--- src/rtl/core/slc_pkg.sv ---
// Shared constants and control/status types of the lagged spike covariance block.
package slc_pkg;

	localparam int MAX_SPIKES = 4096;
	localparam int STEP_BITS  = 24;
	localparam int ADDR_W     = $clog2(MAX_SPIKES);
	localparam int CNT_W      = ADDR_W + 1;
	localparam int KEY_W      = STEP_BITS + 1;
	localparam int T_W        = 24;
	localparam int LAG_W      = 16;
	localparam int FRAC_W     = 32;
	localparam int COV_W      = 34;
	localparam int QUO_W      = 35;
	localparam int DIFF_W     = QUO_W + 1;
	localparam int DEN_W      = 2 * T_W;
	localparam int NUM_W      = 2 * CNT_W + FRAC_W;
	localparam int DIV_CNT_W  = $clog2(NUM_W);

	localparam logic [QUO_W-1:0] TERM_CAP = QUO_W'(1) << (QUO_W - 1);

	localparam int CFG_IDX_W  = 1;
	localparam int CFG_DATA_W = T_W;

	localparam logic [CFG_IDX_W-1:0] REG_TOTAL = 1'b0;
	localparam logic [CFG_IDX_W-1:0] REG_LAG   = 1'b1;

	localparam logic [T_W-1:0] TOTAL_RESET = T_W'(1048576);

	typedef struct packed {
		logic a_load;
		logic b_start;
		logic b_skip;
		logic probe;
		logic prep;
		logic div_q1;
		logic div_q2;
		logic take_q1;
		logic take_q2;
		logic res_load;
	} slc_cmd_t;

	typedef struct packed {
		logic b_room;
		logic search_more;
		logic lag_over;
		logic div_done;
	} slc_stat_t;

endpackage

--- src/rtl/core/slc_ctrl.sv ---
// Controller: sequences spike beats, search probes, the two divisions and result hand-off.
module slc_ctrl import slc_pkg::*; (
	input  logic      clk,
	input  logic      arst_n,
	input  logic      spk_valid,
	output logic      spk_ready,
	input  logic      spk_mode,
	input  logic      spk_last,
	output logic      res_valid,
	input  logic      res_ready,
	input  slc_stat_t stat,
	output slc_cmd_t  cmd
);

	typedef enum logic [2:0] {
		S_IDLE,
		S_PROBE,
		S_PREP,
		S_START1,
		S_WAIT1,
		S_WAIT2,
		S_RESULT
	} state_t;

	state_t state_q;
	logic   last_q;
	logic   res_valid_q;

	always_comb begin
		cmd = '0;
		case (state_q)
			S_IDLE: begin
				if (spk_valid) begin
					if (!spk_mode) begin
						cmd.a_load = 1'b1;
					end else if (stat.b_room) begin
						cmd.b_start = 1'b1;
					end else begin
						cmd.b_skip = 1'b1;
					end
				end
			end
			S_PROBE: cmd.probe = 1'b1;
			S_PREP:  cmd.prep = 1'b1;
			S_START1: begin
				if (!stat.lag_over) begin
					cmd.div_q1 = 1'b1;
				end
			end
			S_WAIT1: begin
				if (stat.div_done) begin
					cmd.take_q1 = 1'b1;
					cmd.div_q2  = 1'b1;
				end
			end
			S_WAIT2: begin
				if (stat.div_done) begin
					cmd.take_q2 = 1'b1;
				end
			end
			S_RESULT: begin
				if (!res_valid_q || res_ready) begin
					cmd.res_load = 1'b1;
				end
			end
			default: cmd = '0;
		endcase
	end

	always_ff @(posedge clk or negedge arst_n) begin
		if (!arst_n) begin
			state_q     <= S_IDLE;
			last_q      <= 1'b0;
			res_valid_q <= 1'b0;
		end else begin
			if (cmd.res_load) begin
				res_valid_q <= 1'b1;
			end else if (res_valid_q && res_ready) begin
				res_valid_q <= 1'b0;
			end
			case (state_q)
				S_IDLE: begin
					if (spk_valid && spk_mode) begin
						last_q <= spk_last;
						if (stat.b_room && stat.search_more) begin
							state_q <= S_PROBE;
						end else if (spk_last) begin
							state_q <= S_PREP;
						end
					end
				end
				S_PROBE: begin
					if (!stat.search_more) begin
						state_q <= last_q ? S_PREP : S_IDLE;
					end
				end
				S_PREP: state_q <= S_START1;
				S_START1: state_q <= stat.lag_over ? S_RESULT : S_WAIT1;
				S_WAIT1: begin
					if (stat.div_done) begin
						state_q <= S_WAIT2;
					end
				end
				S_WAIT2: begin
					if (stat.div_done) begin
						state_q <= S_RESULT;
					end
				end
				S_RESULT: begin
					// hold until the output register is free
					if (!res_valid_q || res_ready) begin
						state_q <= S_IDLE;
					end
				end
				default: state_q <= S_IDLE;
			endcase
		end
	end

	assign spk_ready = state_q == S_IDLE;
	assign res_valid = res_valid_q;

endmodule

--- config.mk ---
export PLATFORM = sky130hd
export DESIGN_NAME = slc_ctrl
export DESIGN_NICKNAME = d
export VERILOG_FILES = /design/src/rtl/core/slc_pkg.sv /design/src/rtl/core/slc_ctrl.sv
export SDC_FILE = /design/constraint.sdc
export NUM_CORES = 1
export LEC_CHECK = 0
export BUFFER_PORTS_ARGS = -buffer_cell sky130_fd_sc_hd__buf_2
export CORE_AREA = 2 2 39 41
export CTS_CLUSTER_DIAMETER = 50
export DETAILED_ROUTE_END_ITERATION = 10
export DIE_AREA = 0 0 41 43
export HOLD_SLACK_MARGIN = 0.08
export PLACE_DENSITY = 0.65
export SKIP_CTS_REPAIR_TIMING = 1
export SLEW_MARGIN = 10
export SYNTH_ARGS = -nofsm -noshare
export SYNTH_HDL_FRONTEND = slang
export SYNTH_SLANG_ARGS = --single-unit
--- constraint.sdc ---
create_clock -name clk -period 1.4 [get_ports clk]
set_input_delay 0.28 -clock clk [delete_from_list [all_inputs] [get_ports clk]]
set_output_delay 0.28 -clock clk [all_outputs]
set_load 0.02 [all_outputs]
---- Yosys cells after proc, flatten, opt, wreduce, memory -nomap -nowiden ----
Index checks and enable logic that the tools add are counted.
cells by class
  equal/unequal tests ..................... 12
  mux-type cells .......................... 28
  reduce and logical (&&, ||, !) cells .... 9
operator list
  kind                                                   count
  two-way mux 3 bit                                      9
  one-hot mux 3 bit (7 select lines)                     1
  two-way mux 1 bit                                      13
  two-way mux 2 bit                                      5
  == test 3 bit, second input constant                   3
  inequality test 2 bit, second input constant           4
  == test 3 x 2 -> 1 bit, second input constant          2
  AND reduction 6 bit                                    1
  == test 3 x 1 -> 1 bit, second input constant          1
  logical AND 1 bit                                      3
  zero test 3 bit                                        1
  inequality test 3 x 1 -> 1 bit, second input constant  1
  inequality test 2 x 1 -> 1 bit, second input constant  1
  AND reduction 2 bit                                    1
  nonzero test 2 bit                                     1
  zero test 1 bit                                        1
  logical OR 1 bit                                       1
storage, ports and cells
  register bits after elaboration ......... 5
  bits of input ports ..................... 10

---- Depth between registers and ports, before layout ----
Gate-level depths: netlist of the first run.
  word-level depth ........................ 5
  mapped depth ............................ 5
  gate-level depth less buffers ........... 4

---- Worst setup path after synthesis of the first run ----
No wires, ideal clock.
  path kind ............................... register to output
  start ................................... reg state_q[1]
  end ..................................... out cmd[3] (netlist bit)
  arrival time ............................ 1.697 ns
  required time ........................... 1.120 ns
  path slack .............................. -0.577 ns
  stages on the path, launching flop included .. 4
  cells stage by stage .................... dfrtp_1 > clkbuf_1 > nor4bb_1 > buf_4
RTL lines
  element                 line            text
  from (decl)             slc_ctrl.sv:25  state_t state_q;
  from (signal assigned)  slc_ctrl.sv:94  state_q <= last_q ? S_PREP : S_IDLE;
  from (signal assigned)  slc_ctrl.sv:98  S_START1: state_q <= stat.lag_over ? S_RESULT : S_WAIT1;
  to (decl)               slc_ctrl.sv:12  output slc_cmd_t cmd

==> flow_results.org, run 1 <==
** Setup path
- The worst setup path is captured at a primary output.
- Peak per-stage delay on the critical path :: about 0.45 ns
- The critical path in this run is classified as reg2out.
- Worst-path maximum fanout :: 5
- Data required time of the critical path :: between 1 and 1.5 ns
- The worst setup path is launched from a register.
- Slowest stage cell, crit path :: sky130_fd_sc_hd__dfrtp_2
- Family of cells with the greatest summed delay on the critical path :: flip-flops
- Buffers plus inverters on the worst setup path :: 2
- Data on the critical path arrives at its endpoint at roughly 1.3 ns.
- Cell chain of the critical path :: nor3_4 > buf_4 > nand2_2 > nor2_2 > buf_6

** Routing
- After detailed routing, the number of remaining DRC violations is 0.
- Routed vias :: roughly 480
- Drt initial violations :: 6
- In the final routed layout, each cell accounts on average for between 10 and 15 µm.
- For this block, the routed nets add up to 1158 µm of wire.
- In this run the remaining antenna-violating nets after routing total 0.
- Via density :: 4.760
- Drt first pass iters :: 4

** Placement
- Routability-driven placement finished with a final weighted congestion of 0.7421.
- Number of port buffers :: 21
- Detailed placer's ending HPWL :: slightly above 800 µm
- Placement Cell Area :: between 600 and 700 µm²

** Timing
- Setup total negative slack :: -1.781 ns
- Peak Freq :: 0.6223 GHz
- The worst pin sits at a relative slew slack of 0.7562.
- Final-report hold violation count :: 0
- At the pin with the least slew margin, the transition time is roughly 0.37 ns.
- Setup violations remaining at the end of the flow were counted as 13.
- Of the available clock period, the critical path in the final layout requires 1.148.
- Clock skew :: approximately 0.0022 ns
- The number of slew-limit violations in the final report was 0.
- RSZ-0062 raised after global routing :: true
- Shortest period the worst path allows :: between 1.5 and 2 ns
- Setup slack of the critical path after layout :: -0.2070 ns

** Synthesis
- By area, the combinational part of the netlist is dominated by simple AND/OR/NAND/NOR gates.
- Area of the mapped netlist :: ~400 µm²
- The compound-gate portion of the synthesized area was 0.2150.
- Adder-cell share of the synthesized area :: 0
- When the netlist entered floorplanning its net count stood at between 50 and 60.
- Sequential cell area fraction in the yosys report :: 0.3115
- Synthesis produced a netlist whose cell count is 48.
- Simple-Gate Fraction of Synth Area :: 0.3053
- Xor and xnor fraction of the mapped netlist area :: 0
- For this run, the number of Yosys warnings is 0.
- Post-synthesis register bit count :: 5
- Netlist cell types :: 27
- Post-synthesis mux area share :: 0.09034
- Each instance of the synthesized netlist takes up on average 8.367 µm².

** Final layout
- The net count of the finished layout is between 90 and 100.
- The top cell types in the final layout, fill and taps aside, are 17 x sky130_fd_sc_hd__buf_4, 12 x sky130_fd_sc_hd__buf_2, 6 x sky130_fd_sc_hd__buf_6.
- Leading cell type in the layout, fill and taps excluded :: sky130_fd_sc_hd__buf_4
- Layout cells sized above 1 :: 0.6429
- Diode insertion count for antenna repair :: 0
- From synthesis to final layout, the design area changed by 88.79%.
- The finished cells cover 758.2 µm².

** Die
- The die covers about 1800 µm².
- Row generation in the floorplan step produced 14 rows.
- For this configuration, the core starts out at a cell density of 0.2902.
- The die is 43 µm tall.
- The core region is 1384 µm².
- Number of placed I/O pins :: 22
- The die is ~40 µm wide.

** Power
- Sequential share of power :: 0.197
- Summing internal, switching and leakage power gives between 1.5 and 2 mW.
- Of the total power, combinational logic draws 0.707.
- Clock group share of total power :: 0.096
- Sw power :: 0.7014 mW
- IR analysis of the VDD net gives a maximum drop of 0.9566 mV.
- Of the total power, the share spent switching nets is 0.4194.
- Summed over all cells, the static leakage comes to 0.3592 nW.
- Int Pwr :: 0.9710 mW
- In this run the power density over the cells is roughly 2200 nW/µm².

** Clock tree
- Clock tree from TritonCTS :: built
- Clock tree buffer depth :: 2
- Clock buffers created by TritonCTS :: 3
- In this run the number of H-tree levels came out at 1.
- For this design, the sink count on the clock tree is 5.
- After clock tree synthesis, the clock-pin slew on the worst setup and hold paths is around 0.040 ns.
- Clock latency on the worst-skew pair, taken at its later pin, is approximately 0.24 ns.
- CTS root buf :: sky130_fd_sc_hd__clkbuf_4

** Flow run
- Number of maximum-capacitance violations :: 0

** Run status
- The final reports fail on negative setup slack.
- The flow ran to the end, but the final reports show violations.

** GRT
- Entering global routing, the biggest net connects 8 pins.
- The first global-routing pass estimated around 1500 µm of wire.
- Overflow left after global routing :: 0
- In the global route stage, met3 resource usage came out at 0.03141.
- met2 is the most crowded layer.
- For this run, the total global-route usage over all layers was measured as 0.1306.
- Vias in the first global route :: 383
- Antenna violations before repair :: 0
- In the global route stage, met1 resource usage came out at 0.1683.
- For met2 alone, demand over resource in global routing was 0.1875.

** Worst hold path
- The path class of the tightest hold or removal check is in2reg.
[flip-flops by register name (all words and copies together), names as in the netlist]
name	count
res_valid	1
last_q	1
state_q	3
[worst paths after layout]
path | end | depth (start not counted) | slack [ns] | from
min in group asynchronous | last_q$_DFFE_PN0P_ | 2 | 0.38 | arst_n
hold reg to reg | last_q$_DFFE_PN0P_ | 1 | 0.51 | last_q$_DFFE_PN0P_
max in group asynchronous | state_q[1]$_DFFE_PN0P_ | 2 | 0.88 | arst_n
setup / recovery | cmd[9] | 5 | -0.21 | state_q[1]$_DFFE_PN0P_
hold / removal | last_q$_DFFE_PN0P_ | 2 | 0.28 | spk_last
setup reg to reg | state_q[0]$_DFFE_PN0P_ | 4 | -0.13 | state_q[0]$_DFFE_PN0P_
[per-stage QoR]
step                  util  cells  hold WS (ns)  worst slack [ns]
floorplan                -     48      -0.01559           -0.1387
global placement    0.4467     89       0.09842          -0.09364
detailed placement  0.4467     89       0.09766          -0.09141
CTS                 0.4656     93       -0.1604           -0.2917
global route        0.5479    100        0.2725           -0.2948
finish              0.5479    100        0.2781           -0.2070
[worst reg2reg max path: stages (launching register included)]
cell and delay [ns]:
sky130_fd_sc_hd__dfrtp_2 0.46, sky130_fd_sc_hd__buf_4 0.16, sky130_fd_sc_hd__mux2i_1 0.12, sky130_fd_sc_hd__o311ai_2 0.34
sky130_fd_sc_hd__mux2_4 0.34
[cells by family (layout without fill, tap and decap cells)]
logic type / count (synthesis) / after routing
muxes: 3 / 3
AOI/OAI and AO/OA: 13 / 13
and+or+nand+nor: 20 / 20
DFF: 5 / 5
buffers and inverters: 7 / 43
[layer usage]
| metal | vias to the layer above | part of all wire | wire, µm |
|---|---|---|---|
| li1 | 246 | - | - |
| met1 | 224 | 0.41 | 479 |
| met2 | 6 | 0.56 | 652 |
| met3 | 0 | 0.022 | 26 |
| met4 | 0 | 0 | 0 |
| met5 | - | 0 | 0 |
[power groups by stage]
stage               clock network [mW]  registers (mW)  logic (mW)
floorplan                            0           0.338       0.630
global placement                     0           0.327       0.932
detailed placement                   0           0.325       0.949
CTS                              0.171           0.322       0.953
global route                     0.182           0.338        1.27
finish                           0.161           0.329        1.18
[final cells by class]
class                      count  area, µm²
inverter                       3      11.26
multi-input combinational     36      307.8
tap                           16      20.02
sequential                     5      127.6
timing repair buffer          36      265.3
clock buffer                   4      26.28
fill                         124      625.6
[synthesized netlist by cell type (all sizes together)]
master  count  area, µm²
and4b       1      10.01
clkbuf      2      7.510
nand3       1      5.000
or3b        1      8.760
a31oi       1      6.260
o21ai       3      15.01
nor3        1      10.01
a21oi       4      20.02
inv         3      11.26
nor3b       2      15.01
nor2b       1      6.260
nor2        5      18.77
a211oi      2      15.01
o311ai      1      16.27
o31ai       1      7.510
nand3b      1      7.510
nand2       4      15.01
nand2b      1      6.260
o22ai       1      6.260
mux2i       1      10.01
nor4bb      2      20.02
dfrtp       5      125.1
buf         2      12.51
mux2        2      26.27
No activity file was read; power rests on OpenSTA's default activity.
==> run 2: changes to the inputs <==
PLACE_DENSITY = 0.66   (was 0.65)
==> flow_results.org, run 2 (same netlist as run 1, synthesis figures left out) <==
** Run status
- Result of the run :: finished, violations left
- The checks that failed: negative setup slack.

** Setup path
- Reg2reg path depth :: 6
- Worst reg-to-reg setup slack :: -0.08 ns
- Worst reg2reg startpoint :: state_q[0]$_DFFE_PN0P_
- Category of the worst setup path capture point :: primary output
- Kind of start point of the critical path :: register
- In this run the critical register-to-register path is captured at state_q[1]$_DFFE_PN0P_.
- The setup path with the least slack is of type reg2out.
- The signal on the critical path passes through nor3_4 > nand3_2 > nor2_1 > buf_4.
- Peak per-stage delay on the critical path :: between 0.4 and 0.5 ns
- Data required time of the critical path :: 1.12 ns
- Data on the critical path arrives at its endpoint at 1.36 ns.
- The most critical setup path has its startpoint at state_q[1]$_DFFE_PN0P_.
- Slowest stage cell, crit path :: sky130_fd_sc_hd__dfrtp_2
- The critical path ends at cmd[7].
- Worst-path maximum fanout :: 6

** Timing
- Clock skew :: approximately 0.0066 ns
- Setup total negative slack :: -2.048 ns
- Static timing analysis puts the maximum clock frequency at 0.6100 GHz.
- Final-report hold violation count :: 0
- Setup violations remaining at the end of the flow were counted as 15.
- Setup repair after global routing could not meet its margin everywhere.
- Period utilization :: 1.171
- In this run the tightest slew margin relative to its limit is 0.7951.
- Count of final max-slew check failures :: 0
- At the pin with the least slew margin, the transition time is between 0.3 and 0.4 ns.
- Setup slack of the critical path after layout :: -0.2393 ns
- Shortest period the worst path allows :: 1.639 ns

** Placement
- At the placement stage, the worst setup path has a slack of -0.01913 ns.
- The count of buffers added on input and output ports is 21.
- Weighted congestion reported at the end of routability-driven placement :: 0.6975
- Detailed placement ended at an HPWL of 886.3 µm.
- Placement Cell Area :: 618.1 µm²

** Power
- Largest vdd supply drop :: 1.019 mV
- Dividing total power by cell area gives a power density of 2265 nW/µm².
- P_leak :: slightly below 0.4 nW

** GRT
- Overflow left after global routing :: 0
- Across every metal layer, demand over resource in global routing totals 0.1472.
- Pin count of the biggest net entering global routing :: 10
- The first global-routing pass estimated approximately 1700 µm of wire.
- Antenna violations before repair :: 0
- The via count of the first global-routing pass was about 390.

** Final layout
- Leading cell type in the layout, fill and taps excluded :: sky130_fd_sc_hd__buf_4
- The library cells used most frequently in the layout, excluding fill and tap cells, are 16 x sky130_fd_sc_hd__buf_4, 11 x sky130_fd_sc_hd__buf_2, 11 x sky130_fd_sc_hd__buf_6.
- The sequential cells in the finished layout cover a total of 128.9 µm².
- Of the cells placed in the final design, the portion with a size suffix greater than 1 is 0.6667.
- Number of fill cells in the layout :: 120
- 0 antenna diodes ended up in the layout.
- Final cell area excluding filler cells :: between 800 and 900 µm²
- Most flops, register :: state_q
- For this run, the post-layout net count is between 90 and 100.
- Relative to the synthesized area, the layout overhead comes to 105.3%.
- The multi-input combinational cells in the finished layout cover a total of about 330 µm².
- Number of flip-flops under the largest register name :: 3

** Clock tree
- Clk sink count :: 5
- Clock tree from TritonCTS :: built
- Clock buffers created by TritonCTS :: 3
- CTS root buf :: sky130_fd_sc_hd__clkbuf_4
- Clock Pin Slew Worst Setup and Hold Paths :: about 0.05 ns
- For the worst-skew pair, the clock arrives at the later sink with an insertion delay of between 0.2 and 0.3 ns.
- Max H-tree Level :: 1
- No sink is reached through more buffers than the 2 on the longest clock path.

** Routing
- After the first detailed-routing iteration, the DRC count stood at 15.
- # DRC :: 0
- Routed vias :: 500
- Detailed-route wire length per cell :: ~12 µm
- The detail route stage leaves a number of antenna-violating nets equal to 0.
- Drt first pass iters :: 4
- Wire length after detailed routing :: ~1300 µm
- After detailed routing, the number of vias per cell comes to between 4 and 5.

** Die
- In this run the horizontal extent of the chip is around 41 µm.
- Measured along the y axis, the die boundary spans about 43 µm.
- In this run the core area contains 14 standard-cell rows.
- Number of placed I/O pins :: 22
- For this configuration, the core starts out at a cell density of 0.2902.
- The total area inside the core boundary comes to between 1000 and 1500 µm².
- The die covers around 1800 µm².

** Worst hold path
- Counting instances, the worst hold path has a depth of 2.
- Class of the most critical hold timing path :: in2reg

** Flow run
- The tool flagged a number of max-cap violations equal to 0.
## run 2: how the worst min path moves through the flow
stage | from | slack (ns) | endpoint
global placement | arst_n | 0.10 | res_valid$_DFFE_PN0P_
global route | spk_last | 0.26 | last_q$_DFFE_PN0P_
floorplan | arst_n | -0.02 | last_q$_DFFE_PN0P_
detailed placement | arst_n | 0.10 | state_q[2]$_DFFE_PN0P_
finish | spk_last | 0.27 | last_q$_DFFE_PN0P_
CTS | arst_n | -0.17 | state_q[2]$_DFFE_PN0P_
## run 2: critical path, delay by kind of cell, from the launching register on
family,cells,cell delay (ns)
simple gates,3,0.51
flops,1,0.45
buf+inv,1,0.14
## run 2: metrics by stage
stage / instances / hold WS (ns) / total power [mW] / utilization
3_3_place_gp: 89 / 0.1002 / 1.262 / 0.4467
3_5_place_dp: 89 / 0.1013 / 1.282 / 0.4467
6_report: 103 / 0.2696 / 1.868 / 0.5958
2_1_floorplan: 48 / -0.01559 / 0.9681 / -
4_1_cts: 93 / -0.1697 / 1.464 / 0.4665
5_1_grt: 103 / 0.2593 / 1.994 / 0.5958
## run 2: power breakdown
group | switching [mW] | total, mW | internal [mW]
combinational | 0.599 | 1.36 | 0.756
sequential | 0.108 | 0.336 | 0.229
clock | 0.0717 | 0.176 | 0.104
## run 2: routing by layer
metal | vias up | global-route usage | part of all wire | wire, µm
li1 | 255 | - | - | -
met1 | 232 | 0.1629 | 0.45 | 574
met2 | 13 | 0.2125 | 0.50 | 631
met5 | - | 0 | 0 | 0
met3 | 0 | 0.09948 | 0.049 | 62
met4 | 0 | 0.06000 | 0 | 0
## run 2: layout make-up
cell class | instances | area share
inverters | 3 | 0.01366
clock buffers | 3 | 0.02731
flip-flops and latches | 5 | 0.1563
repair buffers | 39 | 0.3748
multi-input cells | 36 | 0.3976
well taps | 16 | 0.02428
clock inverters | 1 | 0.006070
==> run 3: changes to the inputs <==
SKIP_CTS_REPAIR_TIMING = default   (was 1)
==> flow_results.org, run 3 (same netlist as run 1, synthesis figures left out) <==
** Run status
- The flow ran to the end, but the final reports show violations.
- Violations in the final reports :: negative setup slack

** GRT
- Antenna violations before repair :: 0
- The first global-routing pass estimated ~2200 µm of wire.
- The via count of the first global-routing pass came to 500.
- Total Routing Usage GR :: 0.1956
- Pin count of the biggest net entering global routing :: 9
- Summed over all layers, the global routing overflow is 0.

** Timing
- Setup repair after global routing could not meet its margin everywhere.
- Period utilization :: 1.159
- Setup violations remaining at the end of the flow were counted as 14.
- Shortest period the worst path allows :: around 1.6 ns
- Count of final max-slew check failures :: 0
- Measured against its own limit, the worst slew margin works out to 0.7968.
- Final-report hold violation count :: 0
- Setup slack of the critical path after layout :: -0.2231 ns
- Peak Freq :: between 0.6 and 0.7 GHz
- For the pin with the worst max-slew slack, the measured transition is 0.2963 ns.
- On the final layout, the worst clock skew is approximately 0.0064 ns.

** Routing
- Detailed-route wire length per cell :: 16.03 µm
- For this run, design rule violations remaining after detail routing come to 0.
- The first routing iteration left 12 violations.
- Wire length after detailed routing :: approximately 1700 µm
- In this run the remaining antenna-violating nets after routing total 0.
- Via density :: between 5 and 6
- Routed vias :: around 550
- The first detailed-routing pass took 4 iterations.

** Power
- Power density over cell area :: 2432 nW/µm²
- Of the total power, registers draw 0.147.
- P_leak :: 0.4341 nW
- Power, Total :: 2.240 mW
- Switching Fraction :: 0.4263
- Clock group share of total power :: 0.081
- IR analysis of the VDD net gives a maximum drop of around 1.2 mV.
- The share of total power dissipated in combinational logic is 0.772.
- Sw power :: roughly 0.95 mW
- Int Pwr :: approximately 1.3 mW

** Final layout
- The number of antenna diodes in the final layout is 0.
- Leading cell types in the layout, fill and taps excluded :: 18 x sky130_fd_sc_hd__buf_4, 15 x sky130_fd_sc_hd__buf_6, 10 x sky130_fd_sc_hd__buf_2
- Number of standard cells in the layout, taps in and fillers out :: ~110
- Leading cell type in the layout, fill and taps excluded :: sky130_fd_sc_hd__buf_4
- Layout cells sized above 1 :: 0.7391
- Final cell area excluding filler cells :: approximately 920 µm²
- Total number of nets in the final design :: just over 100
- The register with the most flip-flops in the final layout is state_q.
- Measured on the finished design, the core utilization comes to 0.6655.
- Layout overhead on the synthesized area :: 129.3%
- The register with the most flip-flops in the layout has 3 of them.

** Placement
- Summed over all nets, the half-perimeter wirelength after detailed placement is 886.3 µm.
- Weighted congestion reported at the end of routability-driven placement :: 0.6975
- After detailed placement, the total cell area comes to between 600 and 700 µm².
- The count of buffers added on input and output ports is 21.
- Including well taps, the total number of placed cells is slightly below 90.
- Before CTS, the worst setup slack after placement is -0.01913 ns.

** Die
- Die height :: 43 µm
- Row generation in the floorplan step produced 14 rows.
- The floorplan step defined a die boundary enclosing 1763 µm².
- In this run the standard cell core region covers ~1400 µm².
- Pin placement for this block handled 22 I/O pins.
- The initial utilization of the core area, before any placement, comes to 0.2902.
- The floorplan step set the die width to 41 µm.

** Clock tree
- In this run, CTS created clock tree buffers numbering 3.
- Max H-tree Level :: 1
- The tree built by TritonCTS fans out to 5 sinks.
- In this run the deepest clock path goes through 2 buffers.
- Clock Pin Slew Worst Setup and Hold Paths :: 0.05 ns
- Clock network latency to the later pin of the worst-skew pair :: about 0.26 ns
- TritonCTS built the clock tree.
- The tree is rooted in a sky130_fd_sc_hd__clkbuf_4.

** Setup path
- Worst setup path startpoint :: state_q[1]$_DFFE_PN0P_
- Worst reg2reg startpoint :: state_q[2]$_DFFE_PN0P_
- Worst Path Class, Setup :: reg2out
- Kind of start point of the critical path :: register
- Worst-path maximum fanout :: 4
- Measured in cells, the most critical reg-to-reg path has a length of 7.
- Category of the worst setup path capture point :: primary output
- STA puts the critical path data required time at 1.12 ns.
- At the worst endpoint, the arrival time is 1.34 ns.

** Worst hold path
- Class of the most critical hold timing path :: in2reg
- Number of cells on the worst hold path :: 2
- Launch point of the worst hold path :: spk_last

** Flow run
- Number of maximum-capacitance violations :: 0
run 3: cell type report:
class	instances	area, µm²
fill	102	462.9
tap	16	20.02
inverter	3	11.26
multi-input combinational	36	369.1
timing repair buffer	44	364.1
clock buffer	3	22.52
clock inverter	1	5.005
sequential	5	128.9
run 3: per-stage QoR:
stage	setup TNS [ns]	hold slack, ns
after floorplan	-0.3103	-0.01559
after CTS	-2.080	0.2636
final	-2.280	0.2640
after global routing	-2.951	0.2549
after detailed placement	-0.05135	0.1013
after global placement	-0.007216	0.1002
run 3: critical path, stage by stage (launching register included):
cell,delay [ns]
sky130_fd_sc_hd__dfrtp_2,0.46
sky130_fd_sc_hd__buf_6,0.15
sky130_fd_sc_hd__nor4bb_4,0.29
sky130_fd_sc_hd__buf_4,0.19
run 3: power by group through the flow:
stage / logic [mW] / clock network [mW] / registers (mW)
finish: 1.73 / 0.181 / 0.328
global route: 1.82 / 0.202 / 0.331
CTS: 1.42 / 0.183 / 0.311
detailed placement: 0.958 / 0 / 0.324
global placement: 0.940 / 0 / 0.322
floorplan: 0.630 / 0 / 0.338
run 3: path summary, 6_finish.rpt:
check / slack (ns) / endpoint
max in group asynchronous: 0.90 / state_q[1]$_DFFE_PN0P_
max: -0.22 / cmd[2]
min reg2reg: 0.50 / last_q$_DFFE_PN0P_
min: 0.26 / last_q$_DFFE_PN0P_
min in group asynchronous: 0.35 / state_q[0]$_DFFE_PN0P_
max reg2reg: -0.18 / state_q[0]$_DFFE_PN0P_
run 3: routing by layer:
| layer | global-route usage | share of wire |
|---|---|---|
| met2 | 0.3250 | 0.54 |
| met3 | 0.09424 | 0.045 |
| met5 | 0 | 0 |
| met4 | 0.06000 | 0 |
| met1 | 0.2052 | 0.41 |
run 3: timing repair:
action | CTS | global route
setup endpoints to repair | 13 | 15
resized for setup | 27 | 16
pin swaps | 8 | 6
setup buffers | 11 | 3
cloned | 1 | 0
endpoints found under the hold margin | 5 | 0
hold buffers | 1 | 0
